==> src/design/cbmap_pkg.sv <==
// shared types and constants for the cartridge bank mapper
// no dependencies; imported by cbmap_state, cbmap_xlate, the top level and the testbench

package cbmap_pkg;

   // operation codes carried in req_op
   localparam logic [2:0] OP_CPU_WRITE = 3'd0;
   localparam logic [2:0] OP_CPU_READ  = 3'd1;
   localparam logic [2:0] OP_SCANLINE  = 3'd2;
   localparam logic [2:0] OP_PRG_XLATE = 3'd3;
   localparam logic [2:0] OP_CHR_XLATE = 3'd4;

   // register addresses on the cpu bus
   localparam logic [15:0] ADDR_MUL_LEFT   = 16'h5000;
   localparam logic [15:0] ADDR_MUL_RIGHT  = 16'h5001;
   localparam logic [13:0] ADDR_PRG_PAGE   = 14'h2000;  // $8000-$8003 >> 2
   localparam logic [12:0] ADDR_CHR_LO_PG  = 13'h1200;  // $9000-$9007 >> 3
   localparam logic [12:0] ADDR_CHR_HI_PG  = 13'h1400;  // $A000-$A007 >> 3
   localparam logic [15:0] ADDR_IRQ_OFF    = 16'hC002;
   localparam logic [15:0] ADDR_IRQ_ON_A   = 16'hC003;
   localparam logic [15:0] ADDR_IRQ_ON_B   = 16'hC004;
   localparam logic [15:0] ADDR_IRQ_LOAD   = 16'hC005;
   localparam logic [15:0] ADDR_MODE       = 16'hD000;
   localparam logic [15:0] ADDR_MIRROR     = 16'hD001;

   // prg modes
   localparam logic [1:0] PRG_FIXED_32K = 2'd0;
   localparam logic [1:0] PRG_SWITCH_16K = 2'd1;
   localparam logic [1:0] PRG_FOUR_8K   = 2'd2;
   localparam logic [1:0] PRG_REVERSED  = 2'd3;

   // chr modes
   localparam logic [1:0] CHR_8K = 2'd0;
   localparam logic [1:0] CHR_4K = 2'd1;
   localparam logic [1:0] CHR_2K = 2'd2;
   localparam logic [1:0] CHR_1K = 2'd3;

   // mirroring codes
   localparam logic [1:0] MIRROR_VERTICAL   = 2'd0;
   localparam logic [1:0] MIRROR_HORIZONTAL = 2'd1;
   localparam logic [1:0] MIRROR_ONE_SCREEN = 2'd2;

   localparam logic [7:0] PRG_BANKS_RESET = 8'd16;
   localparam logic [7:0] LAST_BANK_RESET = 8'((2 * 16) - 1);

   typedef struct packed {
      logic [2:0]  op;
      logic [15:0] address;
      logic [7:0]  write_data;
      logic        in_vblank;
   } cbmap_item_type;

   // bank and mode state seen by the translation logic
   typedef struct packed {
      logic [3:0][7:0] prg_bank;
      logic [7:0][7:0] chr_low;
      logic [7:0][7:0] chr_upper;
      logic [1:0]      prg_mode;
      logic            window_on;
      logic            top_switchable;
      logic [1:0]      chr_mode;
   } cbmap_map_type;

endpackage

==> src/design/cbmap_state.sv <==
// mapper register file: cpu write decode, multiplier read, scanline irq counter
// depends on cbmap_pkg

module cbmap_state import cbmap_pkg::*; (
   input  logic           clock,
   input  logic           reset,
   input  logic           exec,
   input  cbmap_item_type item,
   output cbmap_map_type  map,
   output logic [7:0]     read_data,
   output logic           irq_pulse,
   output logic [1:0]     mirroring
);

   logic [3:0][7:0] prg_bank_ff, prg_bank_in;
   logic [7:0][7:0] chr_low_ff, chr_low_in;
   logic [7:0][7:0] chr_upper_ff, chr_upper_in;
   logic [1:0]      prg_mode_ff, prg_mode_in;
   logic            window_ff, window_in;
   logic            top_sw_ff, top_sw_in;
   logic [1:0]      chr_mode_ff, chr_mode_in;
   logic [1:0]      mirror_ff, mirror_in;
   logic [7:0]      mul_left_ff, mul_left_in;
   logic [7:0]      mul_right_ff, mul_right_in;
   logic            irq_on_ff, irq_on_in;
   logic [7:0]      irq_count_ff, irq_count_in;
   logic [7:0]      irq_reload_ff, irq_reload_in;
   logic [15:0]     product;
   logic [15:0]     addr;
   logic [7:0]      wdata;

   assign addr    = item.address;
   assign wdata   = item.write_data;
   assign product = mul_left_ff * mul_right_ff;

   always_comb begin
      prg_bank_in   = prg_bank_ff;
      chr_low_in    = chr_low_ff;
      chr_upper_in  = chr_upper_ff;
      prg_mode_in   = prg_mode_ff;
      window_in     = window_ff;
      top_sw_in     = top_sw_ff;
      chr_mode_in   = chr_mode_ff;
      mirror_in     = mirror_ff;
      mul_left_in   = mul_left_ff;
      mul_right_in  = mul_right_ff;
      irq_on_in     = irq_on_ff;
      irq_count_in  = irq_count_ff;
      irq_reload_in = irq_reload_ff;
      irq_pulse     = 1'b0;
      read_data     = 8'd0;

      if (exec && item.op == OP_CPU_WRITE) begin
         priority if (addr == ADDR_MUL_LEFT) begin
            mul_left_in = wdata;
         end else if (addr == ADDR_MUL_RIGHT) begin
            mul_right_in = wdata;
         end else if (addr[15:2] == ADDR_PRG_PAGE) begin
            prg_bank_in[addr[1:0]] = wdata;
         end else if (addr[15:3] == ADDR_CHR_LO_PG) begin
            chr_low_in[addr[2:0]] = wdata;
         end else if (addr[15:3] == ADDR_CHR_HI_PG) begin
            chr_upper_in[addr[2:0]] = wdata;
         end else if (addr == ADDR_IRQ_OFF) begin
            irq_on_in = 1'b0;
         end else if (addr == ADDR_IRQ_ON_A || addr == ADDR_IRQ_ON_B) begin
            if (!irq_on_ff) begin
               irq_on_in    = 1'b1;
               irq_count_in = irq_reload_ff;
            end
         end else if (addr == ADDR_IRQ_LOAD) begin
            irq_count_in  = wdata;
            irq_reload_in = wdata;
         end else if (addr == ADDR_MODE) begin
            window_in   = wdata[7];
            top_sw_in   = wdata[2];
            prg_mode_in = wdata[1:0];
            chr_mode_in = wdata[4:3];
         end else if (addr == ADDR_MIRROR) begin
            mirror_in = wdata[1:0];
         end else begin
            // unlisted addresses, nametable registers included, are dropped
         end
      end

      if (exec && item.op == OP_CPU_READ) begin
         read_data = (addr == ADDR_MUL_LEFT) ? product[7:0] : addr[15:8];
      end

      if (exec && item.op == OP_SCANLINE && !item.in_vblank && irq_on_ff) begin
         if (irq_count_ff == 8'd0) begin
            irq_pulse     = 1'b1;
            irq_on_in     = 1'b0;
            irq_reload_in = 8'd0;
         end else begin
            irq_count_in = irq_count_ff - 8'd1;
         end
      end
   end

   // reported code follows the select after this word's write
   always_comb begin
      unique case (mirror_in)
         2'd0:    mirroring = MIRROR_VERTICAL;
         2'd1:    mirroring = MIRROR_HORIZONTAL;
         default: mirroring = MIRROR_ONE_SCREEN;
      endcase
   end

   always_ff @(posedge clock) begin
      if (reset) begin
         for (int i = 0; i < 4; i++) begin
            prg_bank_ff[i] <= LAST_BANK_RESET - 8'd3 + 8'(i);
         end
         for (int i = 0; i < 8; i++) begin
            chr_low_ff[i]   <= 8'(i);
            chr_upper_ff[i] <= 8'd0;
         end
         prg_mode_ff   <= PRG_FIXED_32K;
         window_ff     <= 1'b0;
         top_sw_ff     <= 1'b0;
         chr_mode_ff   <= CHR_1K;
         mirror_ff     <= 2'd0;
         mul_left_ff   <= 8'd0;
         mul_right_ff  <= 8'd0;
         irq_on_ff     <= 1'b0;
         irq_count_ff  <= 8'd0;
         irq_reload_ff <= 8'd0;
      end else begin
         prg_bank_ff   <= prg_bank_in;
         chr_low_ff    <= chr_low_in;
         chr_upper_ff  <= chr_upper_in;
         prg_mode_ff   <= prg_mode_in;
         window_ff     <= window_in;
         top_sw_ff     <= top_sw_in;
         chr_mode_ff   <= chr_mode_in;
         mirror_ff     <= mirror_in;
         mul_left_ff   <= mul_left_in;
         mul_right_ff  <= mul_right_in;
         irq_on_ff     <= irq_on_in;
         irq_count_ff  <= irq_count_in;
         irq_reload_ff <= irq_reload_in;
      end
   end

   assign map.prg_bank       = prg_bank_ff;
   assign map.chr_low        = chr_low_ff;
   assign map.chr_upper      = chr_upper_ff;
   assign map.prg_mode       = prg_mode_ff;
   assign map.window_on      = window_ff;
   assign map.top_switchable = top_sw_ff;
   assign map.chr_mode       = chr_mode_ff;

endmodule

==> src/design/cbmap_xlate.sv <==
// prg and chr address translation from the current bank and mode state
// depends on cbmap_pkg

module cbmap_xlate import cbmap_pkg::*; (
   input  cbmap_item_type item,
   input  cbmap_map_type  map,
   input  logic [7:0]     last_bank,
   output logic [7:0]     prg_bank,
   output logic           prg_mapped,
   output logic [18:0]    chr_bank
);

   logic [1:0]  prg_slot;
   logic [7:0]  fixed_bank;
   logic [2:0]  chr_slot;
   logic [2:0]  chr_reg;
   logic [15:0] chr_base;
   logic [15:0] addr;

   assign addr       = item.address;
   assign prg_slot   = addr[14:13];
   // slot counted back from the last bank
   assign fixed_bank = last_bank + {6'd0, prg_slot} - 8'd3;

   always_comb begin
      prg_bank   = 8'd0;
      prg_mapped = 1'b0;
      if (item.op == OP_PRG_XLATE) begin
         if (addr[15:13] == 3'b011) begin
            if (map.prg_mode == PRG_FOUR_8K && !map.top_switchable && map.window_on) begin
               prg_bank   = map.prg_bank[3];
               prg_mapped = 1'b1;
            end
         end else if (addr[15]) begin
            prg_mapped = 1'b1;
            unique case (map.prg_mode)
               PRG_FIXED_32K: prg_bank = fixed_bank;
               PRG_SWITCH_16K: begin
                  if (!prg_slot[1]) begin
                     prg_bank = {map.prg_bank[1][6:0], prg_slot[0]};
                  end else begin
                     prg_bank = fixed_bank;
                  end
               end
               PRG_FOUR_8K: begin
                  if (prg_slot == 2'd3 && !map.top_switchable) begin
                     prg_bank = last_bank;
                  end else begin
                     prg_bank = map.prg_bank[prg_slot];
                  end
               end
               default: prg_bank = map.prg_bank[~prg_slot];
            endcase
         end
      end
   end

   assign chr_slot = addr[12:10];

   always_comb begin
      unique case (map.chr_mode)
         CHR_8K:  chr_reg = 3'd0;
         CHR_4K:  chr_reg = chr_slot & 3'b100;
         CHR_2K:  chr_reg = chr_slot & 3'b110;
         default: chr_reg = chr_slot;
      endcase
   end

   assign chr_base = {map.chr_upper[chr_reg], map.chr_low[chr_reg]};

   always_comb begin
      chr_bank = 19'd0;
      if (item.op == OP_CHR_XLATE && addr[15:13] == 3'b000) begin
         unique case (map.chr_mode)
            CHR_8K:  chr_bank = {chr_base, chr_slot};
            CHR_4K:  chr_bank = {1'b0, chr_base, chr_slot[1:0]};
            CHR_2K:  chr_bank = {2'b0, chr_base, chr_slot[0]};
            default: chr_bank = {3'b0, chr_base};
         endcase
      end
   end

endmodule

==> src/design/cartridge_bank_mapper_with_irq_top.sv <==
// top level of the cartridge bank mapper: input register, result register, handshakes
// depends on cbmap_pkg, cbmap_state, cbmap_xlate

// The mapper takes one word per clock on the req_ channel and returns one result word
// per accepted word on the rsp_ channel, in order. An accepted word is held in the input
// register until the result register is free or being read, is decoded and executed there
// against the bank, mode and irq state, and is then written into the result register with
// rsp_valid set. One word per cycle is sustained, held off only while rsp_ready is low
// with both registers full.
// The multiplier, write decode and translation are all combinational in the execute step.
// The csr_ port is always ready and loads the PRG ROM size in 16KB units; write it only
// while no word is in flight. There is no clearing pass after reset.

module cartridge_bank_mapper_with_irq_top import cbmap_pkg::*; (
   input  logic        clock,
   input  logic        reset,
   input  logic        req_valid,
   output logic        req_ready,
   input  logic [2:0]  req_op,
   input  logic [15:0] req_address,
   input  logic [7:0]  req_write_data,
   input  logic        req_in_vblank,
   output logic        rsp_valid,
   input  logic        rsp_ready,
   output logic [7:0]  rsp_read_data,
   output logic [7:0]  rsp_prg_bank,
   output logic        rsp_prg_mapped,
   output logic [18:0] rsp_chr_bank,
   output logic [1:0]  rsp_mirroring,
   output logic        rsp_irq_pulse,
   input  logic        csr_valid,
   output logic        csr_ready,
   input  logic [7:0]  csr_data
);

   logic           s1_valid_ff, s1_valid_in;
   cbmap_item_type s1_item_ff, s1_item_in;
   logic           s1_advance;
   logic           rsp_valid_ff, rsp_valid_in;
   logic [7:0]     banks_16k_ff;
   logic [7:0]     last_bank;
   logic [7:0]     exec_read_data;
   logic           exec_irq_pulse;
   logic [1:0]     exec_mirroring;
   logic [7:0]     exec_prg_bank;
   logic           exec_prg_mapped;
   logic [18:0]    exec_chr_bank;
   cbmap_map_type  map;

   logic [7:0]  read_data_ff;
   logic [7:0]  prg_bank_ff;
   logic        prg_mapped_ff;
   logic [18:0] chr_bank_ff;
   logic [1:0]  mirroring_ff;
   logic        irq_pulse_ff;

   assign s1_advance = s1_valid_ff && (!rsp_valid_ff || rsp_ready);
   assign req_ready  = !s1_valid_ff || s1_advance;
   assign csr_ready  = 1'b1;
   assign last_bank  = {banks_16k_ff[6:0], 1'b0} - 8'd1;

   always_comb begin
      s1_valid_in = s1_valid_ff;
      s1_item_in  = s1_item_ff;
      if (req_valid && req_ready) begin
         s1_valid_in = 1'b1;
         s1_item_in  = '{op: req_op, address: req_address,
                         write_data: req_write_data, in_vblank: req_in_vblank};
      end else if (s1_advance) begin
         s1_valid_in = 1'b0;
      end

      rsp_valid_in = rsp_valid_ff;
      if (s1_advance) begin
         rsp_valid_in = 1'b1;
      end else if (rsp_ready) begin
         rsp_valid_in = 1'b0;
      end
   end

   cbmap_state u_state (
      .clock     (clock),
      .reset     (reset),
      .exec      (s1_advance),
      .item      (s1_item_ff),
      .map       (map),
      .read_data (exec_read_data),
      .irq_pulse (exec_irq_pulse),
      .mirroring (exec_mirroring)
   );

   cbmap_xlate u_xlate (
      .item       (s1_item_ff),
      .map        (map),
      .last_bank  (last_bank),
      .prg_bank   (exec_prg_bank),
      .prg_mapped (exec_prg_mapped),
      .chr_bank   (exec_chr_bank)
   );

   always_ff @(posedge clock) begin
      if (reset) begin
         s1_valid_ff  <= 1'b0;
         rsp_valid_ff <= 1'b0;
         banks_16k_ff <= PRG_BANKS_RESET;
      end else begin
         s1_valid_ff  <= s1_valid_in;
         rsp_valid_ff <= rsp_valid_in;
         if (csr_valid && csr_ready) begin
            banks_16k_ff <= csr_data;
         end
      end
   end

   // payload registers
   always_ff @(posedge clock) begin
      s1_item_ff <= s1_item_in;
      if (s1_advance) begin
         read_data_ff  <= exec_read_data;
         prg_bank_ff   <= exec_prg_bank;
         prg_mapped_ff <= exec_prg_mapped;
         chr_bank_ff   <= exec_chr_bank;
         mirroring_ff  <= exec_mirroring;
         irq_pulse_ff  <= exec_irq_pulse;
      end
   end

   assign rsp_valid      = rsp_valid_ff;
   assign rsp_read_data  = read_data_ff;
   assign rsp_prg_bank   = prg_bank_ff;
   assign rsp_prg_mapped = prg_mapped_ff;
   assign rsp_chr_bank   = chr_bank_ff;
   assign rsp_mirroring  = mirroring_ff;
   assign rsp_irq_pulse  = irq_pulse_ff;

endmodule

==> config.mk <==
export PLATFORM = sky130hd
export DESIGN_NAME = cartridge_bank_mapper_with_irq_top
export DESIGN_NICKNAME = d
export VERILOG_FILES = /design/src/design/cbmap_pkg.sv /design/src/design/cbmap_state.sv /design/src/design/cbmap_xlate.sv /design/src/design/cartridge_bank_mapper_with_irq_top.sv
export SDC_FILE = /design/constraint.sdc
export NUM_CORES = 1
export LEC_CHECK = 0
export ABC_AREA = 0
export BUFFER_PORTS_ARGS = -buffer_cell sky130_fd_sc_hd__buf_2
export CAP_MARGIN = 5
export CORE_MARGIN = 2
export CORE_UTILIZATION = 35
export CTS_CLUSTER_DIAMETER = 30
export CTS_CLUSTER_SIZE = 16
export DETAILED_ROUTE_END_ITERATION = 6
export GPL_ROUTABILITY_DRIVEN = 1
export PLACE_DENSITY = 0.56
export SYNTH_ARGS = -nofsm -noshare
export SYNTH_HDL_FRONTEND = slang
export SYNTH_SLANG_ARGS = --single-unit
==> constraint.sdc <==
create_clock -name clock -period 8.92 [get_ports clock]
set_input_delay 0.892 -clock clock [delete_from_list [all_inputs] [get_ports clock]]
set_output_delay 0.892 -clock clock [all_outputs]
set_load 0.005 [all_outputs]
==> summary.txt <==
Logic synthesis
  – Number of nets produced by synthesis: ~1,700
  – Post-synth EDFFs: 67
  – Number of synthesized register bits: approximately 280
  – Async set-or-reset flop fraction in the synthesized netlist: 0%
  – Number of warnings printed during yosys synthesis: 0
  – Syn avg cell area: just under 9 um^2
  – Gate count of the mapped netlist: 1,579
  – Synth Flop Type: sky130_fd_sc_hd__dfxtp_1
  – Netlist Area Pre-Place: 14,000 um^2
  – Fraction of the yosys area taken by sequential cells: between 40% and 50%
  – Synth top area share: around 30%
  – Distinct cells, synth: 73
  – Synth top area cells: sky130_fd_sc_hd__dfxtp_1 30%, sky130_fd_sc_hd__edfxtp_1 14%, sky130_fd_sc_hd__nand2_1 9.8%, sky130_fd_sc_hd__a21oi_1 6.0%, sky130_fd_sc_hd__mux2i_1 5.7%
  – Synth area leader: sky130_fd_sc_hd__dfxtp_1

Routing
  – Total wire length after detailed routing: 40,200 um
  – Number of remaining DRC errors: 0
  – Detailed-routing iteration count for the pre-antenna-repair pass: 5
  – Count of nets left with antenna violations after detail routing: 0
  – DRC violation total after the first TritonRoute iteration: about 1,000
  – Avg Vias per Cell: approximately 5.3
  – Via count: ~12,000
  – Average wire per standard cell: 18.1 um

STA
  – Max_slew headroom: between 30% and 40%
  – Setup violations, final: 0
  – F_max: 237 MHz
  – Final Cycle Share: between 40% and 50%
  – Setup_tns: 0 ns
  – Max Slew Vio Count: 0
  – Setup clock skew after layout: around 0.025 ns
  – Unrepaired setup endpoints after global routing: no
  – Final worst hold slack: 0.444 ns
  – Hold Violations, Final: 0
  – Transition time at the pin with the least slew margin: ~1 ns
  – Period minus WS final: ~4.2 ns

Global route
  – Global-route usage over all layers: about a fifth
  – Vias in the first global route: 11,414
  – Maximum number of pins on one net before global-route repair: around 130
  – Wire length of the first global-routing pass: 63,700 um
  – Initial antenna violation count: 0
  – Global-route congestion overflow total: 0

Setup path
  – CP Data Arrival Time: 4.55 ns
  – Number of buffers and inverters on the critical path: 3
  – Crit path max-delay cell type: sky130_fd_sc_hd__fa_1
  – Required @ worst endpoint: a little over 9 ns
  – Cells traversed along the worst timing path: nand2_1 > fa_1 > inv_1 > fa_1 > ha_1 > inv_1 > fa_1 > inv_1 > ha_1 > a21o_1 > a21oi_1 > xnor3_1 > xnor3_1 > a21oi_1 > nor2_1
  – Max incr delay on CP: between 0.5 and 0.6 ns
  – Biggest fanout along the worst timing path: 9
  – Worst setup path class: register to register
  – Type of destination of the critical path: register
  – Cell type group with the largest total delay on the critical path: adder cells
  – Type of origin of the critical path: register

Power
  – Sequential fraction of design power: between 30% and 40%
  – Switching share of power: 22.7%
  – Leak Pwr: approximately 0.0063 uW
  – Cell-internal power: about 3200 uW
  – Proportion of power drawn by the clock network: around 63%
  – Portion of total power attributed to combinational logic: around 4.1%
  – Worst voltage drop across the vdd grid: roughly 0.14 mV
  – Power Dens Cells: about 240 nW/um^2
  – Power dissipated by switching net loads: ~930 uW

Floorplan
  – Row Count: 73
  – Die Height: around 200 um
  – Area inside the core boundary: about 40,000 um^2
  – Initial core utilization: a little over a third
  – I/O pin count: 83
  – Die area: between 40,000 and 50,000 um^2
  – Width of the die: 204 um

Hold path
  – Worst min path class: register to register

Place
  – Port-buffer cells: 80
  – Detail Placement HPWL: between 20,000 and 30,000 um
  – Global placer's final weighted congestion: between 0.8 and 0.9

Clock network
  – Hold Buf Count CTS: 0
  – CTS resizes: 0
  – Clk Latency, worst-skew pair: a little under 0.6 ns
  – Number of buffers on the longest clock path: 3
  – CTS buffer count: between 70 and 80
  – Library cell used as clock root buffer: sky130_fd_sc_hd__clkbuf_16
  – H-tree levels: 3
  – Post-CTS Repair Setup Buffers: 0
  – Clock-pin transition on the worst setup and hold timing paths: 0.04 ns
  – CTS tree: yes
  – Clock Sinks: 277

Cells and area
  – Filler Cells Inserted: 3,878
  – Fraction of layout instances using a drive strength above 1: about 16%
  – Most common cell after layout, fill and taps aside: sky130_fd_sc_hd__nand2_1
  – Inserted Diodes: 0
  – Most frequent cells in the layout: 368 x sky130_fd_sc_hd__nand2_1, 210 x sky130_fd_sc_hd__dfxtp_1, 167 x sky130_fd_sc_hd__a21oi_1
  – Nets@finish: between 1,500 and 2,000
  – Area added between synthesis and finish: 23.0%

Job
  – Number of max-capacitance violations reported: 0

Outcome
  – Result of the run: completed
## final timing paths
| check | depth (start not counted) | to | slack (ns) | start |
|---|---|---|---|---|
| setup / recovery | 15 | rsp_read_data[7] | 4.70 | u_state.mul_left_ff[0] |
| hold / removal | 2 | u_state.map[37] | 0.44 | u_state.map[37] |
| setup reg to reg | 15 | rsp_read_data[7] | 4.70 | u_state.mul_left_ff[0] |
| hold reg to reg | 2 | u_state.map[37] | 0.44 | u_state.map[37] |
## sequential cells by signal (all words and copies together) (netlist names), 2 cells and up
| register | count |
|---|---|
| u_state.map | 160 |
| s1_item_ff | 28 |
| rsp_chr_bank | 19 |
| rsp_prg_bank | 8 |
| rsp_read_data | 8 |
| u_state.irq_count_ff | 8 |
| u_state.irq_reload_ff | 8 |
| u_state.mul_left_ff | 8 |
| u_state.mul_right_ff | 8 |
| banks_16k_ff | 7 |
| rsp_mirroring | 2 |
| u_state.chr_mode_ff | 2 |
| u_state.mirror_ff | 2 |
| u_state.prg_mode_ff | 2 |
## per-stage QoR
stage | util [%] | cells | instance area (um^2) | power, uW | worst slack [ns]
global route | 43.6 | 2221 | 17300 | 4210 | 4.41
CTS | 43.6 | 2221 | 17300 | 4120 | 4.71
detailed placement | 37.3 | 2091 | 14800 | 1510 | 4.73
floorplan | - | 1579 | 14000 | 1450 | 5.03
finish | 43.6 | 2221 | 17300 | 4080 | 4.70
global placement | 37.3 | 2091 | 14800 | 1510 | 4.73
## worst min-delay path, delay by kind of cell, from the launching register on
family | cells | cell delay, ns
compound gates | 1 | 0.05
flops | 1 | 0.30
simple gates | 1 | 0.05
## power by group through the flow
stage          clock network (uW)  registers (uW)  logic, uW
2_1_floorplan                   0            1340        109
5_1_grt                      2710            1330        183
3_5_place_dp                    0            1350        168
3_3_place_gp                    0            1350        168
6_report                     2590            1330        168
4_1_cts                      2620            1330        169
## final cells by class
| type | instances | area, um^2 | area share, % |
|---|---|---|---|
| clock inverter | 28 | 405 | 2.35 |
| inverter | 37 | 139 | 0.804 |
| tap | 525 | 657 | 3.80 |
| timing repair buffer | 100 | 557 | 3.22 |
| sequential | 277 | 6220 | 36.0 |
| multi-input combinational | 1152 | 7220 | 41.8 |
| clock buffer | 102 | 2070 | 12.0 |
## synth_stat cells, types with 4 or more instances
library cell,instances
sky130_fd_sc_hd__dfxtp_1,210
sky130_fd_sc_hd__and4_1,6
sky130_fd_sc_hd__o22ai_1,4
sky130_fd_sc_hd__nor3_1,13
sky130_fd_sc_hd__a211oi_1,11
sky130_fd_sc_hd__or3_1,5
sky130_fd_sc_hd__o211ai_1,9
sky130_fd_sc_hd__a22o_1,8
sky130_fd_sc_hd__xnor2_1,14
sky130_fd_sc_hd__mux4_2,27
sky130_fd_sc_hd__nor4_1,4
sky130_fd_sc_hd__a21o_1,4
sky130_fd_sc_hd__nand2_1,368
sky130_fd_sc_hd__a211o_1,14
sky130_fd_sc_hd__inv_1,36
sky130_fd_sc_hd__o21ai_0,32
sky130_fd_sc_hd__nor2b_1,22
sky130_fd_sc_hd__a21oi_1,167
sky130_fd_sc_hd__mux2_2,9
sky130_fd_sc_hd__buf_2,26
sky130_fd_sc_hd__mux2i_1,80
sky130_fd_sc_hd__ha_1,20
sky130_fd_sc_hd__fa_1,12
sky130_fd_sc_hd__nand2b_1,9
sky130_fd_sc_hd__a31oi_1,12
sky130_fd_sc_hd__nor3b_1,4
sky130_fd_sc_hd__or4_1,4
sky130_fd_sc_hd__nand3_1,27
sky130_fd_sc_hd__nor2_1,105
sky130_fd_sc_hd__xor2_1,8
sky130_fd_sc_hd__a22oi_1,7
sky130_fd_sc_hd__and2_1,40
sky130_fd_sc_hd__edfxtp_1,67
sky130_fd_sc_hd__clkbuf_1,80
sky130_fd_sc_hd__a221oi_1,5
sky130_fd_sc_hd__nand3b_1,24
sky130_fd_sc_hd__buf_1,5
sky130_fd_sc_hd__and3_1,11
sky130_fd_sc_hd__nand4_1,11
## metal layers
layer	wire length [um]	up-vias	global-route usage, %
met3	2360	77	3.40
met4	1090	0	7.69
met5	0	-	0
met1	18000	5718	25.8
met2	18800	393	31.2
li1	-	5651	-
## kinds of logic (layout without fill, tap and decap cells)
logic type	after synthesis	count (layout)	share of synthesized area [%]
xor gates and xnor gates	24	24	1.69
AOI/OAI and AO/OA	305	305	13.2
buffers and inverters	150	267	4.30
DFF	277	277	44.3
adders and majority gates	32	32	3.49
muxes	116	116	10.8
other	1	1	0.0267
and+or+nand+nor	674	674	22.3
Note: power is estimated with default switching activity, not from simulation.
